File: config.mk
export PLATFORM = sky130hd
export DESIGN_NAME = binary_semaphore_table_unit
export DESIGN_NICKNAME = d
export VERILOG_FILES = /design/src/rtl/bst_pkg.sv /design/src/rtl/bst_slot_table.sv /design/src/rtl/bst_wait_list.sv /design/src/rtl/binary_semaphore_table_unit.sv
export SDC_FILE = /design/constraint.sdc
export NUM_CORES = 2
export LEC_CHECK = 0
export BUFFER_PORTS_ARGS = -buffer_cell sky130_fd_sc_hd__buf_4
export CAP_MARGIN = 20
export CORE_ASPECT_RATIO = 0.8
export CORE_UTILIZATION = 57
export CTS_BUF_LIST = sky130_fd_sc_hd__clkbuf_16
export CTS_CLUSTER_DIAMETER = 100
export DETAILED_ROUTE_END_ITERATION = 10
export PLACE_DENSITY_LB_ADDON = 0.3
export SYNTH_ARGS = -nofsm -noshare
export SYNTH_HDL_FRONTEND = slang
export SYNTH_MEMORY_MAX_BITS = 65536
export SYNTH_SLANG_ARGS = --single-unit
export TNS_END_PERCENT = 50
File: constraint.sdc
create_clock -name clk -period 8.49 [get_ports clk]
set_clock_uncertainty 0.05 [all_clocks]
set_input_delay 2.1225 -clock clk [delete_from_list [all_inputs] [get_ports clk]]
set_output_delay 2.1225 -clock clk [all_outputs]
set_load 0.03 [all_outputs]
File: src/rtl/bst_pkg.sv
// ----------------------------------------------------------------------------
// bst_pkg
// Shared types and constants for the binary semaphore table.
// ----------------------------------------------------------------------------
package bst_pkg;

    localparam int NUM_SEMAPHORES_DEF = 32;
    localparam int WAIT_SLOTS_DEF     = 16;
    localparam int ID_W               = 16;
    localparam int PROC_W             = 8;
    localparam int ACT_W              = 2;
    localparam int STS_W              = 3;

    typedef enum logic [ACT_W-1:0] {
        ACT_CREATE    = 2'd0,
        ACT_TERMINATE = 2'd1,
        ACT_DOWN      = 2'd2,
        ACT_UP        = 2'd3
    } action_t;

    typedef enum logic [STS_W-1:0] {
        ST_OK        = 3'd0,
        ST_EXISTS    = 3'd1,
        ST_NO_SPACE  = 3'd2,
        ST_NOT_FOUND = 3'd3,
        ST_WAIT_FULL = 3'd4,
        ST_NOT_HELD  = 3'd5
    } status_t;

    typedef enum logic [1:0] {
        SLT_INIT,
        SLT_IDLE,
        SLT_SCAN
    } slt_state_t;

    typedef enum logic [1:0] {
        WL_INIT,
        WL_IDLE,
        WL_WALK,
        WL_CLEAR
    } wl_state_t;

    typedef enum logic {
        WL_OP_INSERT,
        WL_OP_RELEASE
    } wl_op_t;

    typedef enum logic [1:0] {
        TOP_INIT,
        TOP_IDLE,
        TOP_SCAN,
        TOP_LIST
    } top_state_t;

    typedef struct packed {
        logic scan;
        logic write;
        logic clear;
        logic flag;
    } slot_cmd_t;

    typedef struct packed {
        logic ready;
        logic done;
        logic found;
        logic hit_flag;
        logic free_found;
    } slot_sts_t;

    typedef struct packed {
        logic   walk;
        logic   clear;
        wl_op_t op;
    } wl_cmd_t;

    typedef struct packed {
        logic ready;
        logic done;
        logic hit;
        logic wake_valid;
    } wl_sts_t;

endpackage

File: src/rtl/bst_slot_table.sv
// ----------------------------------------------------------------------------
// bst_slot_table
// Identifier and available-flag memory with a sequential id/free-slot scan.
// ----------------------------------------------------------------------------
module bst_slot_table #(
    parameter int NUM_SEMAPHORES = bst_pkg::NUM_SEMAPHORES_DEF,
    localparam int SW = (NUM_SEMAPHORES > 1) ? $clog2(NUM_SEMAPHORES) : 1
) (
    input  logic                      clk,
    input  logic                      rst_n,
    input  bst_pkg::slot_cmd_t        cmd,
    input  logic [bst_pkg::ID_W-1:0]  key,
    input  logic [SW-1:0]             wr_slot,
    output bst_pkg::slot_sts_t        sts,
    output logic [SW-1:0]             match_slot,
    output logic [SW-1:0]             free_slot
);
    import bst_pkg::*;

    localparam int            DW    = ID_W + 1;
    localparam logic [SW-1:0] LAST  = SW'(NUM_SEMAPHORES - 1);
    localparam logic [SW:0]   COUNT = (SW + 1)'(NUM_SEMAPHORES);

    // bit ID_W: available flag, low bits: identifier
    logic [DW-1:0] mem [NUM_SEMAPHORES];

    slt_state_t    state_reg, state_next;
    logic [SW:0]   idx_reg, idx_next;
    logic [SW-1:0] cmp_idx_reg;
    logic          cmp_vld_reg;
    logic [DW-1:0] rd_data_reg;
    logic          found_reg, free_found_reg, done_reg;
    logic          hit_flag_reg;
    logic [SW-1:0] match_slot_reg, free_slot_reg;
    logic          last_cmp;
    logic          rd_en, wr_en;
    logic [SW-1:0] rd_addr, wr_addr;
    logic [DW-1:0] wr_data;

    assign last_cmp = cmp_vld_reg && (cmp_idx_reg == LAST);

    always_comb
    begin
        state_next = state_reg;
        unique case (state_reg)
            SLT_INIT:
            begin
                if (idx_reg[SW-1:0] == LAST)
                    state_next = SLT_IDLE;
            end
            SLT_IDLE:
            begin
                if (cmd.scan)
                    state_next = SLT_SCAN;
            end
            SLT_SCAN:
            begin
                if (last_cmp)
                    state_next = SLT_IDLE;
            end
            default:
                state_next = SLT_INIT;
        endcase
    end

    always_comb
    begin
        rd_en    = 1'b0;
        wr_en    = 1'b0;
        rd_addr  = idx_reg[SW-1:0];
        wr_addr  = wr_slot;
        wr_data  = {1'b0, key};
        idx_next = idx_reg;
        unique case (state_reg)
            SLT_INIT:
            begin
                wr_en    = 1'b1;
                wr_addr  = idx_reg[SW-1:0];
                wr_data  = '0;
                idx_next = idx_reg + (SW + 1)'(1);
            end
            SLT_IDLE:
            begin
                idx_next = '0;
                if (cmd.write)
                begin
                    wr_en   = 1'b1;
                    wr_data = cmd.clear ? '0 : {cmd.flag, key};
                end
            end
            SLT_SCAN:
            begin
                if (idx_reg < COUNT)
                begin
                    rd_en    = 1'b1;
                    idx_next = idx_reg + (SW + 1)'(1);
                end
            end
            default:
                idx_next = '0;
        endcase
    end

    always_ff @(posedge clk or negedge rst_n)
    begin
        if (!rst_n)
        begin
            state_reg      <= SLT_INIT;
            idx_reg        <= '0;
            cmp_vld_reg    <= 1'b0;
            done_reg       <= 1'b0;
            found_reg      <= 1'b0;
            free_found_reg <= 1'b0;
        end
        else
        begin
            state_reg   <= state_next;
            idx_reg     <= idx_next;
            cmp_vld_reg <= rd_en;
            done_reg    <= (state_reg == SLT_SCAN) && last_cmp;
            if ((state_reg == SLT_IDLE) && cmd.scan)
            begin
                found_reg      <= 1'b0;
                free_found_reg <= 1'b0;
            end
            else if (cmp_vld_reg)
            begin
                if (!found_reg && (rd_data_reg[ID_W-1:0] == key))
                    found_reg <= 1'b1;
                if (!free_found_reg && (rd_data_reg[ID_W-1:0] == '0))
                    free_found_reg <= 1'b1;
            end
        end
    end

    always_ff @(posedge clk)
    begin
        cmp_idx_reg <= rd_addr;
        if (cmp_vld_reg && !found_reg && (rd_data_reg[ID_W-1:0] == key))
        begin
            match_slot_reg <= cmp_idx_reg;
            hit_flag_reg   <= rd_data_reg[ID_W];
        end
        if (cmp_vld_reg && !free_found_reg && (rd_data_reg[ID_W-1:0] == '0))
            free_slot_reg <= cmp_idx_reg;
    end

    always_ff @(posedge clk)
    begin
        if (wr_en)
            mem[wr_addr] <= wr_data;
        if (rd_en)
            rd_data_reg <= mem[rd_addr];
    end

    assign sts.ready      = (state_reg == SLT_IDLE);
    assign sts.done       = done_reg;
    assign sts.found      = found_reg;
    assign sts.hit_flag   = hit_flag_reg;
    assign sts.free_found = free_found_reg;
    assign match_slot     = match_slot_reg;
    assign free_slot      = free_slot_reg;

endmodule

File: src/rtl/bst_wait_list.sv
// ----------------------------------------------------------------------------
// bst_wait_list
// Wait-list memory: insert walk, release walk with wake search, row clear.
// ----------------------------------------------------------------------------
module bst_wait_list #(
    parameter int NUM_SEMAPHORES = bst_pkg::NUM_SEMAPHORES_DEF,
    parameter int WAIT_SLOTS     = bst_pkg::WAIT_SLOTS_DEF,
    localparam int SW    = (NUM_SEMAPHORES > 1) ? $clog2(NUM_SEMAPHORES) : 1,
    localparam int WW    = (WAIT_SLOTS > 1) ? $clog2(WAIT_SLOTS) : 1,
    localparam int DEPTH = NUM_SEMAPHORES * WAIT_SLOTS,
    localparam int AW    = (DEPTH > 1) ? $clog2(DEPTH) : 1
) (
    input  logic                       clk,
    input  logic                       rst_n,
    input  bst_pkg::wl_cmd_t           cmd,
    input  logic [SW-1:0]              slot,
    input  logic [bst_pkg::PROC_W-1:0] proc,
    output bst_pkg::wl_sts_t           sts,
    output logic [bst_pkg::PROC_W-1:0] wake_proc
);
    import bst_pkg::*;

    localparam logic [WW-1:0] LAST_IDX  = WW'(WAIT_SLOTS - 1);
    localparam logic [WW:0]   COUNT     = (WW + 1)'(WAIT_SLOTS);
    localparam logic [AW-1:0] LAST_ADDR = AW'(DEPTH - 1);

    logic [PROC_W-1:0] mem [DEPTH];

    wl_state_t         state_reg, state_next;
    wl_op_t            op_reg;
    logic [AW-1:0]     base_reg;
    logic [PROC_W-1:0] proc_reg;
    logic [WW:0]       idx_reg, idx_next;
    logic [AW-1:0]     init_reg;
    logic              cmp_vld_reg;
    logic [WW-1:0]     cmp_idx_reg;
    logic [PROC_W-1:0] rd_data_reg;
    logic              hit_reg, wake_vld_reg, done_reg;
    logic [PROC_W-1:0] wake_reg;
    logic              last_cmp, take;
    logic              rd_en, wr_en;
    logic [AW-1:0]     rd_addr, wr_addr;
    logic [PROC_W-1:0] wr_data;

    assign last_cmp = cmp_vld_reg && (cmp_idx_reg == LAST_IDX);

    always_comb
    begin
        state_next = state_reg;
        unique case (state_reg)
            WL_INIT:
            begin
                if (init_reg == LAST_ADDR)
                    state_next = WL_IDLE;
            end
            WL_IDLE:
            begin
                if (cmd.clear)
                    state_next = WL_CLEAR;
                else if (cmd.walk)
                    state_next = WL_WALK;
            end
            WL_WALK:
            begin
                if (last_cmp)
                    state_next = WL_IDLE;
            end
            WL_CLEAR:
            begin
                if (idx_reg[WW-1:0] == LAST_IDX)
                    state_next = WL_IDLE;
            end
            default:
                state_next = WL_INIT;
        endcase
    end

    always_comb
    begin
        rd_en    = 1'b0;
        wr_en    = 1'b0;
        take     = 1'b0;
        rd_addr  = base_reg + AW'(idx_reg[WW-1:0]);
        wr_addr  = base_reg + AW'(cmp_idx_reg);
        wr_data  = '0;
        idx_next = idx_reg;
        unique case (state_reg)
            WL_INIT:
            begin
                wr_en   = 1'b1;
                wr_addr = init_reg;
            end
            WL_IDLE:
                idx_next = '0;
            WL_WALK:
            begin
                if (idx_reg < COUNT)
                begin
                    rd_en    = 1'b1;
                    idx_next = idx_reg + (WW + 1)'(1);
                end
                if (cmp_vld_reg && !hit_reg)
                begin
                    unique case (op_reg)
                        WL_OP_INSERT:
                        begin
                            if (rd_data_reg == '0)
                            begin
                                take    = 1'b1;
                                wr_data = proc_reg;
                            end
                        end
                        WL_OP_RELEASE:
                        begin
                            if (rd_data_reg == proc_reg)
                                take = 1'b1;
                        end
                        default:
                            take = 1'b0;
                    endcase
                end
                wr_en = take;
            end
            WL_CLEAR:
            begin
                wr_en    = 1'b1;
                wr_addr  = rd_addr;
                idx_next = idx_reg + (WW + 1)'(1);
            end
            default:
                idx_next = '0;
        endcase
    end

    always_ff @(posedge clk or negedge rst_n)
    begin
        if (!rst_n)
        begin
            state_reg    <= WL_INIT;
            idx_reg      <= '0;
            init_reg     <= '0;
            cmp_vld_reg  <= 1'b0;
            done_reg     <= 1'b0;
            hit_reg      <= 1'b0;
            wake_vld_reg <= 1'b0;
        end
        else
        begin
            state_reg   <= state_next;
            idx_reg     <= idx_next;
            cmp_vld_reg <= rd_en;
            done_reg    <= ((state_reg == WL_WALK) && last_cmp) ||
                           ((state_reg == WL_CLEAR) && (idx_reg[WW-1:0] == LAST_IDX));
            if (state_reg == WL_INIT)
                init_reg <= init_reg + AW'(1);
            if ((state_reg == WL_IDLE) && cmd.walk)
            begin
                hit_reg      <= 1'b0;
                wake_vld_reg <= 1'b0;
            end
            else if (cmp_vld_reg)
            begin
                if (take)
                    hit_reg <= 1'b1;
                else if ((op_reg == WL_OP_RELEASE) && (rd_data_reg != '0) && !wake_vld_reg)
                    wake_vld_reg <= 1'b1;
            end
        end
    end

    always_ff @(posedge clk)
    begin
        cmp_idx_reg <= rd_addr[WW-1:0] - base_reg[WW-1:0];
        if ((state_reg == WL_IDLE) && (cmd.walk || cmd.clear))
        begin
            base_reg <= AW'(int'(slot) * WAIT_SLOTS);
            op_reg   <= cmd.op;
            proc_reg <= proc;
            wake_reg <= '0;
        end
        else if (cmp_vld_reg && !take && (op_reg == WL_OP_RELEASE) &&
                 (rd_data_reg != '0) && !wake_vld_reg)
            wake_reg <= rd_data_reg;
    end

    always_ff @(posedge clk)
    begin
        if (wr_en)
            mem[wr_addr] <= wr_data;
        if (rd_en)
            rd_data_reg <= mem[rd_addr];
    end

    assign sts.ready      = (state_reg == WL_IDLE);
    assign sts.done       = done_reg;
    assign sts.hit        = hit_reg;
    assign sts.wake_valid = wake_vld_reg;
    assign wake_proc      = wake_reg;

endmodule

File: src/rtl/binary_semaphore_table_unit.sv
// ----------------------------------------------------------------------------
// binary_semaphore_table_unit
// Table of named binary semaphores with per-semaphore wait lists.
//
//   channel  | handshake           | fields
//   ---------+---------------------+-------------------------------------------
//   request  | start, busy         | action, sem_id, proc_id
//   result   | done (1-cycle)      | status, block_caller, wake_valid, wake_proc
//
// A transaction with sem_id 0 answers the next cycle. Otherwise an id scan
// runs over the slot memory; terminate adds a wait-list row clear, and a
// queued down or an up on a held semaphore adds a wait-list walk. After
// reset busy stays high through the clearing passes of the slot and wait
// memories. Results cannot be stalled.
// ----------------------------------------------------------------------------
module binary_semaphore_table_unit #(
    parameter int NUM_SEMAPHORES = bst_pkg::NUM_SEMAPHORES_DEF,
    parameter int WAIT_SLOTS     = bst_pkg::WAIT_SLOTS_DEF,
    localparam int SW = (NUM_SEMAPHORES > 1) ? $clog2(NUM_SEMAPHORES) : 1
) (
    input  logic                       clk,
    input  logic                       rst_n,
    input  logic                       start,
    output logic                       busy,
    input  logic [bst_pkg::ACT_W-1:0]  action,
    input  logic [bst_pkg::ID_W-1:0]   sem_id,
    input  logic [bst_pkg::PROC_W-1:0] proc_id,
    output logic                       done,
    output logic [bst_pkg::STS_W-1:0]  status,
    output logic                       block_caller,
    output logic                       wake_valid,
    output logic [bst_pkg::PROC_W-1:0] wake_proc
);
    import bst_pkg::*;

    top_state_t        state_reg, state_next;
    action_t           act_reg;
    logic [ID_W-1:0]   id_reg;
    logic [PROC_W-1:0] proc_reg;
    logic              done_reg;
    status_t           status_reg;
    logic              block_reg, wake_vld_reg;
    logic [PROC_W-1:0] wake_proc_reg;

    logic              accept, need_list;
    logic              emit;
    status_t           res_status;
    logic              res_block, res_wake_vld;
    logic [PROC_W-1:0] res_wake_proc;

    slot_cmd_t         slot_cmd;
    slot_sts_t         slot_sts;
    logic [SW-1:0]     wr_slot, match_slot, free_slot;
    wl_cmd_t           wl_cmd;
    wl_sts_t           wl_sts;
    logic [PROC_W-1:0] wl_wake;

    bst_slot_table #(
        .NUM_SEMAPHORES(NUM_SEMAPHORES)
    ) u_slots (
        .clk       (clk),
        .rst_n     (rst_n),
        .cmd       (slot_cmd),
        .key       (id_reg),
        .wr_slot   (wr_slot),
        .sts       (slot_sts),
        .match_slot(match_slot),
        .free_slot (free_slot)
    );

    bst_wait_list #(
        .NUM_SEMAPHORES(NUM_SEMAPHORES),
        .WAIT_SLOTS    (WAIT_SLOTS)
    ) u_waits (
        .clk      (clk),
        .rst_n    (rst_n),
        .cmd      (wl_cmd),
        .slot     (match_slot),
        .proc     (proc_reg),
        .sts      (wl_sts),
        .wake_proc(wl_wake)
    );

    assign busy   = (state_reg != TOP_IDLE);
    assign accept = start && !busy;

    always_comb
    begin
        need_list = 1'b0;
        if (slot_sts.found)
        begin
            unique case (act_reg)
                ACT_TERMINATE: need_list = 1'b1;
                ACT_DOWN:      need_list = !slot_sts.hit_flag;
                ACT_UP:        need_list = !slot_sts.hit_flag;
                default:       need_list = 1'b0;
            endcase
        end
    end

    always_comb
    begin
        state_next = state_reg;
        unique case (state_reg)
            TOP_INIT:
            begin
                if (slot_sts.ready && wl_sts.ready)
                    state_next = TOP_IDLE;
            end
            TOP_IDLE:
            begin
                if (accept && (sem_id != '0))
                    state_next = TOP_SCAN;
            end
            TOP_SCAN:
            begin
                if (slot_sts.done)
                    state_next = need_list ? TOP_LIST : TOP_IDLE;
            end
            TOP_LIST:
            begin
                if (wl_sts.done)
                    state_next = TOP_IDLE;
            end
            default:
                state_next = TOP_INIT;
        endcase
    end

    always_comb
    begin
        slot_cmd      = '0;
        wl_cmd        = '0;
        wr_slot       = match_slot;
        emit          = 1'b0;
        res_status    = ST_OK;
        res_block     = 1'b0;
        res_wake_vld  = 1'b0;
        res_wake_proc = '0;
        unique case (state_reg)
            TOP_INIT:
                emit = 1'b0;
            TOP_IDLE:
            begin
                if (accept)
                begin
                    if (sem_id == '0)
                    begin
                        emit       = 1'b1;
                        res_status = (action_t'(action) == ACT_CREATE) ? ST_EXISTS
                                                                       : ST_NOT_FOUND;
                    end
                    else
                        slot_cmd.scan = 1'b1;
                end
            end
            TOP_SCAN:
            begin
                if (slot_sts.done)
                begin
                    if (act_reg == ACT_CREATE)
                    begin
                        emit = 1'b1;
                        if (slot_sts.found)
                            res_status = ST_EXISTS;
                        else if (!slot_sts.free_found)
                            res_status = ST_NO_SPACE;
                        else
                        begin
                            wr_slot        = free_slot;
                            slot_cmd.write = 1'b1;
                            slot_cmd.flag  = 1'b1;
                        end
                    end
                    else if (!slot_sts.found)
                    begin
                        emit       = 1'b1;
                        res_status = ST_NOT_FOUND;
                    end
                    else
                    begin
                        unique case (act_reg)
                            ACT_TERMINATE:
                            begin
                                slot_cmd.write = 1'b1;
                                slot_cmd.clear = 1'b1;
                                wl_cmd.clear   = 1'b1;
                            end
                            ACT_DOWN:
                            begin
                                if (slot_sts.hit_flag)
                                begin
                                    emit           = 1'b1;
                                    slot_cmd.write = 1'b1;
                                end
                                else
                                begin
                                    wl_cmd.walk = 1'b1;
                                    wl_cmd.op   = WL_OP_INSERT;
                                end
                            end
                            ACT_UP:
                            begin
                                if (slot_sts.hit_flag)
                                begin
                                    emit       = 1'b1;
                                    res_status = ST_NOT_HELD;
                                end
                                else
                                begin
                                    slot_cmd.write = 1'b1;
                                    slot_cmd.flag  = 1'b1;
                                    wl_cmd.walk    = 1'b1;
                                    wl_cmd.op      = WL_OP_RELEASE;
                                end
                            end
                            default:
                                emit = 1'b1;
                        endcase
                    end
                end
            end
            TOP_LIST:
            begin
                if (wl_sts.done)
                begin
                    emit = 1'b1;
                    unique case (act_reg)
                        ACT_DOWN:
                        begin
                            res_status = wl_sts.hit ? ST_OK : ST_WAIT_FULL;
                            res_block  = wl_sts.hit;
                        end
                        ACT_UP:
                        begin
                            res_wake_vld  = wl_sts.wake_valid;
                            res_wake_proc = wl_wake;
                        end
                        default:
                            res_status = ST_OK;
                    endcase
                end
            end
            default:
                emit = 1'b0;
        endcase
    end

    always_ff @(posedge clk or negedge rst_n)
    begin
        if (!rst_n)
        begin
            state_reg <= TOP_INIT;
            done_reg  <= 1'b0;
        end
        else
        begin
            state_reg <= state_next;
            done_reg  <= emit;
        end
    end

    always_ff @(posedge clk)
    begin
        if (accept)
        begin
            act_reg  <= action_t'(action);
            id_reg   <= sem_id;
            proc_reg <= proc_id;
        end
        if (emit)
        begin
            status_reg    <= res_status;
            block_reg     <= res_block;
            wake_vld_reg  <= res_wake_vld;
            wake_proc_reg <= res_wake_proc;
        end
    end

    assign done         = done_reg;
    assign status       = status_reg;
    assign block_caller = block_reg;
    assign wake_valid   = wake_vld_reg;
    assign wake_proc    = wake_proc_reg;

endmodule

---- Yosys cells after proc, flatten, opt, wreduce, memory -nomap -nowiden ----
Memories as Yosys holds them, arrays and structs flattened. A register that Yosys moved wholly into a read port is not among the register bits.
Index checks and enable logic that the tools add are counted.
storage, ports and cells
  register bits ........................... 116
  memory bits (writable) .................. 4640
  bits of input ports ..................... 29
  output and inout bits ................... 15
  word-level logic and storage cells ...... 248
  memories kept ........................... 2
operators by class
  add/sub/neg operators ................... 5
  magnitude comparators ................... 2
  equality and inequality tests ........... 33
  muxes and demuxes ....................... 108
  bitwise gates (word level) .............. 4
  reduce and logical (&&, ||, !) cells .... 63
memory list
  memory       depth  width  rd ports  clocked after Yosys merged registers in  wr ports  line                  RTL
  u_waits.mem  512    8      1         1                                        1         bst_wait_list.sv:27   logic [PROC_W-1:0] mem [DEPTH];
  u_slots.mem  32     17     1         1                                        1         bst_slot_table.sv:25  logic [DW-1:0] mem [NUM_SEMAPHORES];
operators with widths
  kind                                                                      count
  1-bit two-way mux                                                         46
  3-bit two-way mux                                                         15
  2-bit two-way mux                                                         18
  5-bit two-way mux                                                         7
  17-bit two-way mux                                                        2
  17-bit case mux with 2 select lines                                       1
  16-bit logical NOT                                                        2
  8-bit two-way mux                                                         4
  1-bit logical AND                                                         24
  2-bit by 1-bit inequality test with 1-bit output (second input constant)  10
  9-bit by 4-bit adder with 9-bit output                                    2
  9-bit case mux with 2 select lines                                        1
  16-bit == test                                                            1
  2-bit case mux with 4 select lines                                        2
  16-bit nonzero test                                                       1
  5-bit case mux with 3 select lines                                        1
  2-bit == test (second input constant)                                     7
  6-bit case mux with 2 select lines                                        1
  3-bit AND reduction                                                       4
  2-bit nonzero test                                                        6
  5-bit == test (second input constant)                                     2
  2-bit logical NOT                                                         5
  1-bit case mux with 2 select lines                                        5
  9-bit by 1-bit adder with 9-bit output (second input constant)            1
  other kinds (25)                                                          47

---- Longest topological paths before layout ----
  word-level depth ........................ 10
  depth in mapped cells ................... 14
  gate-level depth less buffers ........... 9

---- Modules after synthesis ----
A second synthesis with hierarchy kept.
unflattened totals
  cells, all modules ...................... 8904
  area total of the unflattened synthesis .. 186086.0 um2
modules (own cells, without submodules)
  module                       times used  cells an instance  area each (um2)
  bst_wait_list                1           7646               161481.1
  bst_slot_table               1           1141               22826.9
  binary_semaphore_table_unit  1           117                1778.0

---- Least setup slack after synthesis ----
No wires, ideal clock.
  kind .................................... flip-flop to flip-flop
  start ................................... register u_waits.state_reg[0]
  end ..................................... memory u_waits.mem[0][0], data pin
  arrival time ............................ 7.832 ns
  slack ................................... -0.931 ns
  cell stages (with the launch flop) ...... 8
  buffers on the path ..................... 2
  clock period less this slack ............ 9.421 ns
  cell sequence ........................... dfrtp_1 -> inv_1 -> ha_1 -> clkbuf_1 -> nand3_1 -> nor3_1 -> clkbuf_1 -> and2_1
between the ends
  longest elaborated chain between the ends .. 2
RTL lines
  element                   line                  RTL
  start: declaration        bst_wait_list.sv:29   wl_state_t state_reg, state_next;
  start signal: assignment  bst_wait_list.sv:149  state_reg <= state_next;
  2-bit == test             bst_wait_list.sv:87   unique case (state_reg)
  8-bit two-way mux         bst_wait_list.sv:87
  net u_waits.wr_data[0]    bst_wait_list.sv:43   logic [PROC_W-1:0] wr_data;
  end: declaration          bst_wait_list.sv:27
The timed path passes the listed nets, and every way through them passes these cells.

---- Worst setup path in the final report ----
  start ................................... register u_waits.rd_data_reg[2], read port of u_waits.mem
  end ..................................... memory u_waits.mem[372][3], in the netlist u_waits.mem[93][3], enable pin
between the ends
  longest elaborated chain between the ends .. 7
  elaborated cells between the ends (all ways) .. 9
  those cells by class .................... eq/ne (1); mux (7); reduce/logical (1)
RTL lines
  element                                             line                                        RTL
  start: declaration                                  bst_wait_list.sv:37                         logic [PROC_W-1:0] rd_data_reg;
  8-bit == test or 8-bit logical NOT (tied branches)  bst_wait_list.sv:115, bst_wait_list.sv:107
  1-bit two-way mux, on equally long branches         bst_wait_list.sv:115, bst_wait_list.sv:107
  1-bit case mux with 2 select lines *                bst_wait_list.sv:104                        unique case (op_reg)
  1-bit two-way mux *                                 bst_wait_list.sv:102                        if (cmp_vld_reg && !hit_reg)
  1-bit case mux with 2 select lines *                bst_wait_list.sv:87
  1-bit two-way mux *                                 bst_wait_list.sv:188                        if (wr_en)
  1-bit two-way mux (not written as such) *           bst_wait_list.sv:189                        mem[wr_addr] <= wr_data;
Mark *: on every way between the ends. The rest lies on a longest branch, timed or not.

==> results.tsv <==
metric	value	unit
io pins	44	
xor and xnor area share after synthesis	0.00156	
CTS sink count	4781	
Detailed Place HPWL	285	mm
Post-Synth Simple-Gate Area	0.0256	
Final min period	5.75	ns
Mapped Nets	8712	
Layout area overhead	10.8	%
Via density	7.00	
Seq. cell area	143000	um^2
largest stage delay on the critical path	0.89	ns
Starting Density	0.572	
cells resized by post-CTS repair	0	
hold_ws	0.377	ns
Vias	95000	
CTS H-Tree Depth	5	
distinct cell type count after synthesis	81	
Inst Count DP	12700	
Iter 0 DRT Violations	15400	
Ys Warns	0	
total power	49400	uW
Yosys reg bits	4781	
clk root buf	clkbuf_16	
Req. time, crit path	8.98	ns
most used cell, CP	nor2_1	
syn_area_per_cell	21.4	um^2
post-synthesis adder-cell area fraction	0.000944	
post-synthesis mux area share	0.161	
final wirelength	495	mm
number of nets in the layout	8904	
Pins Over Slew Limit	0	
Setup violations, final	0	
Pre-antenna DRT Iters	7	
layout cell share with drive strength beyond 1	0.238	
Core Region	324000	um^2
Synth Area in Compound Gates	0.0240	
Tightest Hold Check Type	reg -> reg	
Die X	640	um
critical path startpoint category	flip-flop	
Buffers on Ports	43	
Cell Area, Synth	186000	um^2
run status	complete, no violations	
Cell Rows	187	
Largest register FFs	4096	
Synth Flop Type	edfxtp_1	
# DRC	0	
TritonCTS clock tree	yes	
multi-input logic area	39900	um^2
Least-Margin Pin Slew	1.25	ns
unrepaired setup endpoints after global routing	no	
number of synthesized flops with an enable pin	4729	
Fin. Hold Viols	0	
Crit Path Category	reg -> reg	
Post CTS Setup Buffer Count	0	
Congestion Overflow GR	0	
buffer levels on the longest clock path	4	
Die Area	328000	um^2
TritonCTS buffer count	437	
sequential-to-total area share from yosys stat	0.772	
Slowest-stage cell, CP	nor3_1	
post-layout util	0.634	
Max Fanout on Critical Path	21	
pwr/cell area	240	nW/um^2
Max Fclk	174	MHz
Max VDD drop	0.000232	V
Crit. End Element	flip-flop	
post-cts hold buffer count	0	
sequence of cells on the critical path	nor4_1 > nand2_1 > nor3_1 > o311ai_0 > nor2_1 > nand2_4 > buf_4 > nor2_1	
Skew-Pair Late Insertion Delay	0.97	ns
CP delay by family, top	simple AND/OR/NAND/NOR gates	
Gate Count Post-Synth	8669	
first-pass GRT wire length	698	mm
placer congestion estimate	0.897	
DR WL/cell	36.4	um
number of buffers and inverters on the critical path	1	
largest family of logic cells by synthesized area	multiplexers	
slew margin rel.	0.169	
initial antenna violation count	30	
number of global-route vias before repair	92100	
Synth area leaders	edfxtp_1 76%, mux4_2 14%, mux2i_1 1.9%	
fin crit share	0.677	
max cap viols	0	
final-layout fill cell count	20900	
Finished Layout Cells	13600	
setup tns final	0	ns
WP data arrival	6.24	ns
pin count of the biggest net entering global routing	166	
overall routing resource usage	0.301	
post-synth top area share	0.765	
die height	512	um
largest area contributor in the netlist	edfxtp_1	
Leak	0.0525	uW
Antenna Violating Nets Remaining	0	
clock slew at reported path FFs	0.07	ns
FFs w/ async S/R, synth	0.00732	
-- area by class of cell --
type / count / area share
antenna: 9 / 0.000110
clock buffer: 445 / 0.0541
clock inverter: 350 / 0.0144
inverter: 25 / 0.000529
multi-input combinational: 3341 / 0.194
sequential: 4781 / 0.697
tap: 4347 / 0.0264
timing repair buffer: 275 / 0.0140
-- power breakdown --
part / total [uW] / switching (uW) / internal (uW)
Clock: 19600 / 8610 / 11000
Sequential: 26700 / 299 / 26400
Combinational: 3090 / 1790 / 1300
-- worst paths after layout --
check	endpoint	cells after the start	slack (ns)	from
worst max-delay path	u_waits.mem[93][3]$_DFFE_PP_	8	2.74	u_waits.rd_data_reg[2]$_DFFE_PP_
worst min-delay path	u_slots.hit_flag_reg$_DFFE_PP_	0	0.38	u_slots.rd_data_reg[16]$_DFFE_PP_
worst max register to register	u_waits.mem[93][3]$_DFFE_PP_	8	2.74	u_waits.rd_data_reg[2]$_DFFE_PP_
worst min register to register	u_slots.hit_flag_reg$_DFFE_PP_	0	0.38	u_slots.rd_data_reg[16]$_DFFE_PP_
max in group asynchronous	u_waits.idx_reg[3]$_DFFE_PN0P_	1	6.89	rst_n
min in group asynchronous	done$_DFF_PN0_	1	1.09	rst_n
-- metrics by stage --
stage / setup WS [ns] / cell area (um^2)
after detailed placement: 2.95 / 191000
after floorplan: 2.75 / 186000
after global routing: 2.75 / 206000
after global placement: 2.88 / 191000
final: 2.74 / 206000
after CTS: 2.90 / 205000
-- logic make-up after synthesis --
logic type                 after synthesis
xor gates and xnor gates                33
muxes                                 1544
and+or+nand+nor                       1109
DFF                                   4781
adders and majority gates               14
buffers and inverters                  547
AOI/OAI and AO/OA                      641
-- cell usage after synthesis (10+ instances only) --
library cell and number:
o22ai_1 96, a22oi_1 76, a22o_1 22, inv_1 20, nand4_1 16, nand2_1 184
dfrtp_1 35, nor2_1 682, buf_2 162, dfxtp_1 17, clkbuf_1 206, nor4_1 21
xnor2_1 16, buf_1 41, a31oi_1 17, nor2b_1 11, a211oi_1 49, buf_6 43
or3_1 18, nand3_1 29, o211ai_1 18, ha_1 14, mux4_2 1149, o21ai_0 92
and2_1 51, buf_4 69, o31ai_1 10, o221ai_1 54, a21oi_1 88, edfxtp_1 4729
or2_2 12, a221oi_1 31, mux2i_1 351, mux2_2 44, nor3_1 38, xor2_1 17
and3_1 11
-- per-layer routing --
layer  vias to the layer above  routed length, um  GRT usage
li1                      36600                  -          -
met1                     49600             186000      0.447
met2                      7603             216000      0.426
met3                      1130              70500     0.0897
met4                        28              22100      0.114
met5                         -                197          0
-- worst register-to-register path, cell delays in order, from the launching register on --
cell and delay (ns):
edfxtp_1 0.63, nor4_1 0.43, nand2_1 0.13, nor3_1 0.89
o311ai_0 0.35, nor2_1 0.82, nand2_4 0.59, buf_4 0.50
nor2_1 0.91
-- placed cells by master, fill, tap and decap left out, drive strengths merged, types with 12 or more instances in the layout --
cell      instances
a211oi           49
a21oi            88
a221oi           31
a22o             22
a22oi            76
a31oi            17
and2             51
buf             270
bufinv           48
clkbuf          450
clkinv          198
clkinvlp         17
dfrtp            35
dfxtp            17
edfxtp         4729
ha               14
inv             112
mux2             44
mux2i           351
mux4           1149
nand2           184
nand3            29
nand4            16
nor2            682
nor3             40
nor4             21
o211ai           18
o21ai            98
o221ai           54
o22ai            96
or2              12
or3              18
xnor2            16
xor2             17
Power figures use the tool's default switching activity.
